[config.mk]
export PLATFORM = sky130hd
export DESIGN_NAME = fraction_reducer
export DESIGN_NICKNAME = d
export VERILOG_FILES = /design/src/hdl/frac_pkg.sv /design/src/hdl/frac_front.sv /design/src/hdl/frac_queue.sv /design/src/hdl/frac_back.sv /design/src/hdl/fraction_reducer.sv
export SDC_FILE = /design/constraint.sdc
export NUM_CORES = 1
export LEC_CHECK = 0
export ABC_AREA = 1
export BUFFER_PORTS_ARGS = -buffer_cell sky130_fd_sc_hd__buf_2
export CAP_MARGIN = 25
export CORE_ASPECT_RATIO = 2
export CORE_MARGIN = 5
export CORE_UTILIZATION = 49
export CTS_CLUSTER_DIAMETER = 80
export DETAILED_ROUTE_END_ITERATION = 10
export GPL_ROUTABILITY_DRIVEN = 0
export PLACE_DENSITY = 0.66
export SYNTH_ARGS = -nofsm -noshare
export SYNTH_HDL_FRONTEND = slang
export SYNTH_SLANG_ARGS = --single-unit
[constraint.sdc]
create_clock -name clk -period 7.6 [get_ports clk]
set_clock_uncertainty 0.2 [all_clocks]
set_input_delay 2.28 -clock clk [delete_from_list [all_inputs] [get_ports clk]]
set_output_delay 2.28 -clock clk [all_outputs]
set_load 0.01 [all_outputs]
[src/hdl/frac_pkg.sv]
// shared types for the fraction reducer
`timescale 1ns / 1ps
package frac_pkg;

  // classification of an incoming word
  typedef enum logic [1:0] {
    KIND_ZERO_NUM = 2'd0,
    KIND_PASS     = 2'd1,
    KIND_REDUCE   = 2'd2
  } kind_t;

  // back-end sequencer states
  typedef enum logic [2:0] {
    ST_IDLE = 3'd0,
    ST_GCD  = 3'd1,
    ST_DIVN = 3'd2,
    ST_DIVD = 3'd3,
    ST_OUT  = 3'd4
  } state_t;

endpackage

[src/hdl/frac_front.sv]
// front end: classifies each word and computes magnitudes
`timescale 1ns / 1ps
module frac_front #(
  parameter int DATA_WIDTH = 32
) (
  input  logic                  clk,
  input  logic                  rst_n,
  input  logic                  in_push,
  output logic                  in_full,
  input  logic [DATA_WIDTH-1:0] in_numerator,
  input  logic [DATA_WIDTH-1:0] in_denominator,
  // towards the queue
  output logic                  fr_valid,
  input  logic                  fr_ready,
  output frac_pkg::kind_t       fr_kind,
  output logic [DATA_WIDTH-1:0] fr_num,
  output logic [DATA_WIDTH-1:0] fr_den,
  output logic [DATA_WIDTH-1:0] fr_an,
  output logic [DATA_WIDTH-1:0] fr_ad
);

  logic                  valid_r;
  frac_pkg::kind_t       kind_r;
  logic [DATA_WIDTH-1:0] num_r, den_r, an_r, ad_r;
  frac_pkg::kind_t       kind_nxt;

  localparam logic [DATA_WIDTH-1:0] ONE = DATA_WIDTH'(1);

  assign in_full = valid_r && !fr_ready;

  // classify the incoming pair
  always_comb begin
    if (in_numerator == '0) begin
      kind_nxt = frac_pkg::KIND_ZERO_NUM;
    end else if (in_denominator == '0 || in_denominator == ONE) begin
      kind_nxt = frac_pkg::KIND_PASS;
    end else begin
      kind_nxt = frac_pkg::KIND_REDUCE;
    end
  end

  // staging register
  always_ff @(posedge clk) begin
    if (!rst_n) begin
      valid_r <= 1'b0;
    end else if (in_push && !in_full) begin
      valid_r <= 1'b1;
    end else if (fr_ready) begin
      valid_r <= 1'b0;
    end
  end

  always_ff @(posedge clk) begin
    if (in_push && !in_full) begin
      kind_r <= kind_nxt;
      num_r  <= in_numerator;
      den_r  <= in_denominator;
      an_r   <= in_numerator[DATA_WIDTH-1] ? (~in_numerator + ONE) : in_numerator;
      ad_r   <= in_denominator[DATA_WIDTH-1] ? (~in_denominator + ONE) : in_denominator;
    end
  end

  assign fr_valid = valid_r;
  assign fr_kind  = kind_r;
  assign fr_num   = num_r;
  assign fr_den   = den_r;
  assign fr_an    = an_r;
  assign fr_ad    = ad_r;

endmodule

[src/hdl/frac_queue.sv]
// two-entry queue between front and back ends
`timescale 1ns / 1ps
module frac_queue #(
  parameter int WIDTH = 8
) (
  input  logic             clk,
  input  logic             rst_n,
  input  logic             wr_valid,
  output logic             wr_ready,
  input  logic [WIDTH-1:0] wr_data,
  output logic             rd_valid,
  input  logic             rd_ready,
  output logic [WIDTH-1:0] rd_data
);

  logic [WIDTH-1:0] mem_r [2];
  logic             wp_r, rp_r;
  logic [1:0]       cnt_r;
  logic             wr_en, rd_en;

  assign wr_ready = cnt_r != 2'd2;
  assign rd_valid = cnt_r != 2'd0;
  assign wr_en    = wr_valid && wr_ready;
  assign rd_en    = rd_valid && rd_ready;
  assign rd_data  = mem_r[rp_r];

  // pointers and fill count
  always_ff @(posedge clk) begin
    if (!rst_n) begin
      wp_r  <= 1'b0;
      rp_r  <= 1'b0;
      cnt_r <= 2'd0;
    end else begin
      if (wr_en) wp_r <= ~wp_r;
      if (rd_en) rp_r <= ~rp_r;
      cnt_r <= cnt_r + {1'b0, wr_en} - {1'b0, rd_en};
    end
  end

  // storage
  always_ff @(posedge clk) begin
    if (wr_en) mem_r[wp_r] <= wr_data;
  end

endmodule

[src/hdl/frac_back.sv]
// back end: euclid gcd by restoring division, then two divisions
`timescale 1ns / 1ps
module frac_back #(
  parameter int DATA_WIDTH = 32
) (
  input  logic                  clk,
  input  logic                  rst_n,
  input  logic                  q_valid,
  output logic                  q_ready,
  input  frac_pkg::kind_t       q_kind,
  input  logic [DATA_WIDTH-1:0] q_num,
  input  logic [DATA_WIDTH-1:0] q_den,
  input  logic [DATA_WIDTH-1:0] q_an,
  input  logic [DATA_WIDTH-1:0] q_ad,
  output logic                  out_empty,
  input  logic                  out_pop,
  output logic [DATA_WIDTH-1:0] out_reduced_numerator,
  output logic [DATA_WIDTH-1:0] out_reduced_denominator,
  output logic                  out_was_reduced
);

  localparam int CW = $clog2(DATA_WIDTH + 1);
  localparam logic [DATA_WIDTH-1:0] ONE = DATA_WIDTH'(1);

  frac_pkg::state_t state_r, state_nxt;

  logic [DATA_WIDTH-1:0] an_r, ad_r;
  // divider: remainder, quotient/dividend shift, divisor
  logic [DATA_WIDTH-1:0] rem_r, quo_r, dvs_r, qn_r, ga_r, gb_r;
  logic [CW-1:0]         cnt_r;
  logic                  neg_r;
  logic [DATA_WIDTH-1:0] rn_r, rd_r;
  logic                  red_r, full_r;

  logic [DATA_WIDTH:0]   trial;
  logic [DATA_WIDTH:0]   shifted;
  logic                  fits;
  logic                  last;

  // one restoring division step
  always_comb begin
    shifted = {rem_r, quo_r[DATA_WIDTH-1]};
    trial   = shifted - {1'b0, dvs_r};
    fits    = !trial[DATA_WIDTH];
    last    = cnt_r == CW'(1);
  end

  assign q_ready   = (state_r == frac_pkg::ST_IDLE) && !full_r;
  assign out_empty = !full_r;

  // next state
  always_comb begin
    state_nxt = state_r;
    case (state_r)
      frac_pkg::ST_IDLE: begin
        if (q_valid && !full_r) begin
          if (q_kind == frac_pkg::KIND_REDUCE) state_nxt = frac_pkg::ST_GCD;
          else state_nxt = frac_pkg::ST_OUT;
        end
      end
      frac_pkg::ST_GCD: begin
        if (last) begin
          if ((fits ? trial[DATA_WIDTH-1:0] : shifted[DATA_WIDTH-1:0]) == '0)
            state_nxt = frac_pkg::ST_DIVN;
        end
      end
      frac_pkg::ST_DIVN: if (last) state_nxt = frac_pkg::ST_DIVD;
      frac_pkg::ST_DIVD: if (last) state_nxt = frac_pkg::ST_OUT;
      frac_pkg::ST_OUT:  state_nxt = frac_pkg::ST_IDLE;
      default:           state_nxt = frac_pkg::ST_IDLE;
    endcase
  end

  always_ff @(posedge clk) begin
    if (!rst_n) state_r <= frac_pkg::ST_IDLE;
    else        state_r <= state_nxt;
  end

  // result holding register
  always_ff @(posedge clk) begin
    if (!rst_n) begin
      full_r <= 1'b0;
    end else if (state_r == frac_pkg::ST_OUT) begin
      full_r <= 1'b1;
    end else if (out_pop && full_r) begin
      full_r <= 1'b0;
    end
  end

  // datapath
  always_ff @(posedge clk) begin
    case (state_r)
      frac_pkg::ST_IDLE: begin
        // load only when a word is taken, so a waiting result stays put
        if (q_valid && !full_r) begin
          an_r  <= q_an;
          ad_r  <= q_ad;
          neg_r <= q_num[DATA_WIDTH-1] ^ q_den[DATA_WIDTH-1];
          rem_r <= '0;
          quo_r <= q_an;
          dvs_r <= q_ad;
          ga_r  <= q_an;
          gb_r  <= q_ad;
          cnt_r <= CW'(DATA_WIDTH);
          if (q_kind == frac_pkg::KIND_ZERO_NUM) begin
            rn_r  <= '0;
            rd_r  <= ONE;
          end else begin
            rn_r  <= q_num;
            rd_r  <= q_den;
          end
          red_r <= 1'b0;
        end
      end
      frac_pkg::ST_GCD: begin
        cnt_r <= cnt_r - CW'(1);
        rem_r <= fits ? trial[DATA_WIDTH-1:0] : shifted[DATA_WIDTH-1:0];
        quo_r <= {quo_r[DATA_WIDTH-2:0], fits};
        if (last) begin
          cnt_r <= CW'(DATA_WIDTH);
          rem_r <= '0;
          if ((fits ? trial[DATA_WIDTH-1:0] : shifted[DATA_WIDTH-1:0]) == '0) begin
            // gcd is dvs_r: divide numerator magnitude next
            gb_r  <= dvs_r;
            quo_r <= an_r;
          end else begin
            quo_r <= dvs_r;
            dvs_r <= fits ? trial[DATA_WIDTH-1:0] : shifted[DATA_WIDTH-1:0];
          end
        end
      end
      frac_pkg::ST_DIVN: begin
        cnt_r <= cnt_r - CW'(1);
        rem_r <= fits ? trial[DATA_WIDTH-1:0] : shifted[DATA_WIDTH-1:0];
        quo_r <= {quo_r[DATA_WIDTH-2:0], fits};
        if (last) begin
          cnt_r <= CW'(DATA_WIDTH);
          rem_r <= '0;
          qn_r  <= {quo_r[DATA_WIDTH-2:0], fits};
          quo_r <= ad_r;
        end
      end
      frac_pkg::ST_DIVD: begin
        cnt_r <= cnt_r - CW'(1);
        rem_r <= fits ? trial[DATA_WIDTH-1:0] : shifted[DATA_WIDTH-1:0];
        quo_r <= {quo_r[DATA_WIDTH-2:0], fits};
        if (last) begin
          // coprime with differing magnitudes keeps the pair as it came
          if (!(gb_r == ONE && an_r != ad_r)) begin
            rn_r  <= neg_r ? (~qn_r + ONE) : qn_r;
            rd_r  <= {quo_r[DATA_WIDTH-2:0], fits};
            red_r <= gb_r != ONE;
          end
        end
      end
      default: begin
      end
    endcase
  end

  assign out_reduced_numerator   = rn_r;
  assign out_reduced_denominator = rd_r;
  assign out_was_reduced         = red_r;

endmodule

[src/hdl/fraction_reducer.sv]
// fraction reducer top level: front end, queue, gcd/divide back end
// one divider in the back end serves the gcd and both divisions
// each remainder and each quotient is one DATA_WIDTH-step restoring division
// the back end takes a new word only when idle and its last result is popped
// a zero numerator or pass-through pair skips the divider
// reset: synchronous active-low rst_n empties the staging, queue and result
`timescale 1ns / 1ps
module fraction_reducer #(
  parameter int DATA_WIDTH = 32
) (
  input  logic                  clk,
  input  logic                  rst_n,
  input  logic                  in_push,
  output logic                  in_full,
  input  logic [DATA_WIDTH-1:0] in_numerator,
  input  logic [DATA_WIDTH-1:0] in_denominator,
  output logic                  out_empty,
  input  logic                  out_pop,
  output logic [DATA_WIDTH-1:0] out_reduced_numerator,
  output logic [DATA_WIDTH-1:0] out_reduced_denominator,
  output logic                  out_was_reduced
);

  localparam int QW = 2 + 4 * DATA_WIDTH;

  logic                  fr_valid, fr_ready, q_valid, q_ready;
  frac_pkg::kind_t       fr_kind, q_kind;
  logic [DATA_WIDTH-1:0] fr_num, fr_den, fr_an, fr_ad;
  logic [DATA_WIDTH-1:0] q_num, q_den, q_an, q_ad;
  logic [QW-1:0]         q_data;

  frac_front #(.DATA_WIDTH(DATA_WIDTH)) u_front (
    .clk, .rst_n, .in_push, .in_full, .in_numerator, .in_denominator,
    .fr_valid, .fr_ready, .fr_kind, .fr_num, .fr_den, .fr_an, .fr_ad
  );

  // queue between classification and arithmetic
  frac_queue #(.WIDTH(QW)) u_queue (
    .clk, .rst_n,
    .wr_valid (fr_valid),
    .wr_ready (fr_ready),
    .wr_data  ({fr_kind, fr_num, fr_den, fr_an, fr_ad}),
    .rd_valid (q_valid),
    .rd_ready (q_ready),
    .rd_data  (q_data)
  );

  assign q_kind = frac_pkg::kind_t'(q_data[QW-1 -: 2]);
  assign q_num  = q_data[4*DATA_WIDTH-1 -: DATA_WIDTH];
  assign q_den  = q_data[3*DATA_WIDTH-1 -: DATA_WIDTH];
  assign q_an   = q_data[2*DATA_WIDTH-1 -: DATA_WIDTH];
  assign q_ad   = q_data[DATA_WIDTH-1:0];

  frac_back #(.DATA_WIDTH(DATA_WIDTH)) u_back (
    .clk, .rst_n, .q_valid, .q_ready, .q_kind, .q_num, .q_den, .q_an, .q_ad,
    .out_empty, .out_pop, .out_reduced_numerator, .out_reduced_denominator,
    .out_was_reduced
  );

endmodule

==> run summary <==
status = completed
core footprint = 63920 um^2
top-area cell type share of the netlist area = 64.63%
period utilisation layout = 75.44%
Synth Instances = 3007
met3 wire length = 4792 um
critical-path cell list = ha_1, nand2_1, nor2_1, nand2_1, nor2_1, nand2_4, nand2_4, nand2_2, nand2_2, nand2_1, nand2_1, nand2_1, nor2_1, nand2_1, nor2_4, nand2_4, nand2_1, o21ai_1, a21oi_2, buf_4
sequential share of the synthesized area = 65.26%
Placement Rows = 131
metal2 WL = 46130 um
Area contributors post-synth = edfxtp_1 (65%), nand2_1 (11%), inv_1 (3.5%)
Syn Area/Cell = 10.51 um^2
die height = 369.1 um
relative slew slack = 29.59%
number of synthesized flops with an enable pin = 680
CP Data Required Time = 7660 ps
Post-CTS Setup Repair Bufs = 0
WL per Instance = 22.29 um
Final Setup Violations = 0
initial antenna violation count = 2
setup TNS = 0 ps
mapped cell area = 31600 um^2
non-filler cells, final = 3974
pwr dens = 444.0 nW/um^2
Placed Instances = 3868
CP endpoint kind = flip-flop
Least-Margin Pin Slew = 1048 ps
nets = 3239
Clk Latency, worst-skew pair = 630 ps
Hold Slack = 244.1 ps
Slew Limit Fails = 0
vias = 22239
met1 WL = 29920 um
LEAKAGE = 14.03 nW
die area = 69970 um^2
library cells used by synthesis = 48
TritonCTS buffer count = 57
largest net degree at the start of global routing = 100
yosys warns = 0
most common cell in the netlist = nand2_1
pre-CTS setup slack = 1933 ps
routed wire length = 88570 um
PnR worst setup slack = 1866 ps
total power = 15.53 mW
clk sinks = 690
drt via density = 5.596
fin crit period = 5734 ps
unrepaired setup endpoints after global routing = false
CTS tree = done
Max Cap Viol = 0
final antenna-violating net count = 0
depth of the CTS H-tree = 2
area leader, netlist = edfxtp_1
final hold violations = 0
Pre-Repair DR Iteration Count = 6
Tot GR Track Use = 24.92%
Reg clk slew, reported paths = 70 ps
design area = 34970 um^2
die extent in x = 189.6 um
f_max = 174.4 MHz
vias in the first global route = 22033
ys async rst share = 0%
First DRT Iteration DRCs = 2370
# DRC = 0
Max Root-Sink Buffers = 3
Layout area overhead = 10.68%
Initial Util = 49.43%
HPWL Detailed = 65620 um
GRT Residual Overflow = 0
CP Class = flip-flop to flip-flop
I/O Buffers = 134
most frequent cells after synthesis = nand2_1 (955), edfxtp_1 (680), inv_1 (295)
critical path data arrival time = 5800 ps
Boundary Pins = 135
Setup crit start kind = flip-flop
share of layout cells above drive strength 1 = 9.729%
crit-path most repeated cell = nand2_1
Hold/Removal Path Class = flip-flop to flip-flop
placed instance area = 33070 um^2
Synthesized Nets = 3116
top_reg_cell synth = edfxtp_1
number of gates resized after cts = 0
Antenna Cells = 0
Layout Utilization = 54.71%
Peak VDD IR = 0.2499 mV
max incr delay on CP = 790 ps
hold buffers post-CTS = 0
CTS root buf = clkbuf_16
FF+latch count, synth = 690
crit path buf inv count = 1
first-pass GRT wire length = 132100 um
uppermost layer routed = met5
CP delay by family, top = simple AND/OR/NAND/NOR gates
Critical-path top delay cell = nor2_4
crit-path max FO = 34
[worst register-to-register path: cells and delay by family, from the launching register on]
family,cells,cell delay (ps)
buffers and inverters,1,390
adders and majority gates,1,400
and+or+nand+nor,16,3690
AOI/OAI and AO/OA,2,250
DFF,1,420
[registers in the layout, indices dropped and copies added, names as in the netlist, 2 cells and up, named ones only]
name,count
u_back.ad_r,32
u_back.an_r,32
u_back.cnt_r,6
u_back.dvs_r,32
u_back.gb_r,32
u_back.out_reduced_denominator,32
u_back.out_reduced_numerator,32
u_back.qn_r,32
u_back.quo_r,32
u_back.rem_r,32
u_back.state_r,3
u_front.fr_ad,32
u_front.fr_an,32
u_front.fr_den,31
u_front.fr_kind,2
u_front.fr_num,31
u_queue.cnt_r,2
u_queue.mem_r,256
[worst paths after layout]
check	startpoint	to	slack (ps)	cells past startpoint
worst max-delay path	u_back.rem_r[28]	u_back.gb_r[15]	1870	20
worst min-delay path	u_front.fr_num[3]	u_queue.mem_r[1][99]	240	0
worst max register to register	u_back.rem_r[28]	u_back.gb_r[15]	1870	20
worst min register to register	u_front.fr_num[3]	u_queue.mem_r[1][99]	240	0
[area by class of cell]
class                      count  area, um^2
clock buffer                  61        1441
clock inverter                44       426.7
fill                        5380       28950
inverter                     307        1155
multi-input combinational   1913        9432
sequential                   690       20620
tap                          798       998.5
timing repair buffer         161       893.4
[kinds of logic after synthesis]
group | synth area share [%]
buffers and inverters | 5.081
AOI/OAI and AO/OA | 4.910
xor gates and xnor gates | 2.938
adders and majority gates | 1.647
muxes | 1.204
and+or+nand+nor | 18.96
DFF | 65.26
[power by group]
part / switching (mW) / internal, mW
combinational: 4.44 / 1.74
sequential: 0.635 / 5.75
clock: 1.42 / 1.54
[cells in the final DEF, fill, tap and decap left out, types with 11 or more instances in the layout]
cell,synthesis,final
a221oi_1,29,29
nor3_1,36,34
ha_1,40,40
clkbuf_16,0,57
mux2i_1,38,38
o21ai_0,158,158
nand3_1,161,161
buf_4,6,26
inv_2,10,11
nor2_1,213,209
nand2_1,955,954
clkinv_1,2,11
inv_1,295,293
xor2_1,50,50
buf_2,8,134
a21oi_1,53,52
nand4_1,29,29
nand3b_1,11,11
xnor2_1,56,56
nor4_1,15,15
edfxtp_1,680,680
nand2_2,12,13
[routing by layer]
| layer | track usage [%] | up-vias |
|---|---|---|
| met4 | 17.28 | 2 |
| met1 | 26.65 | 10623 |
| met5 | 0 | - |
| li1 | - | 10391 |
| met3 | 3.049 | 303 |
| met2 | 45.25 | 920 |
(Power assumes the default switching activity.)
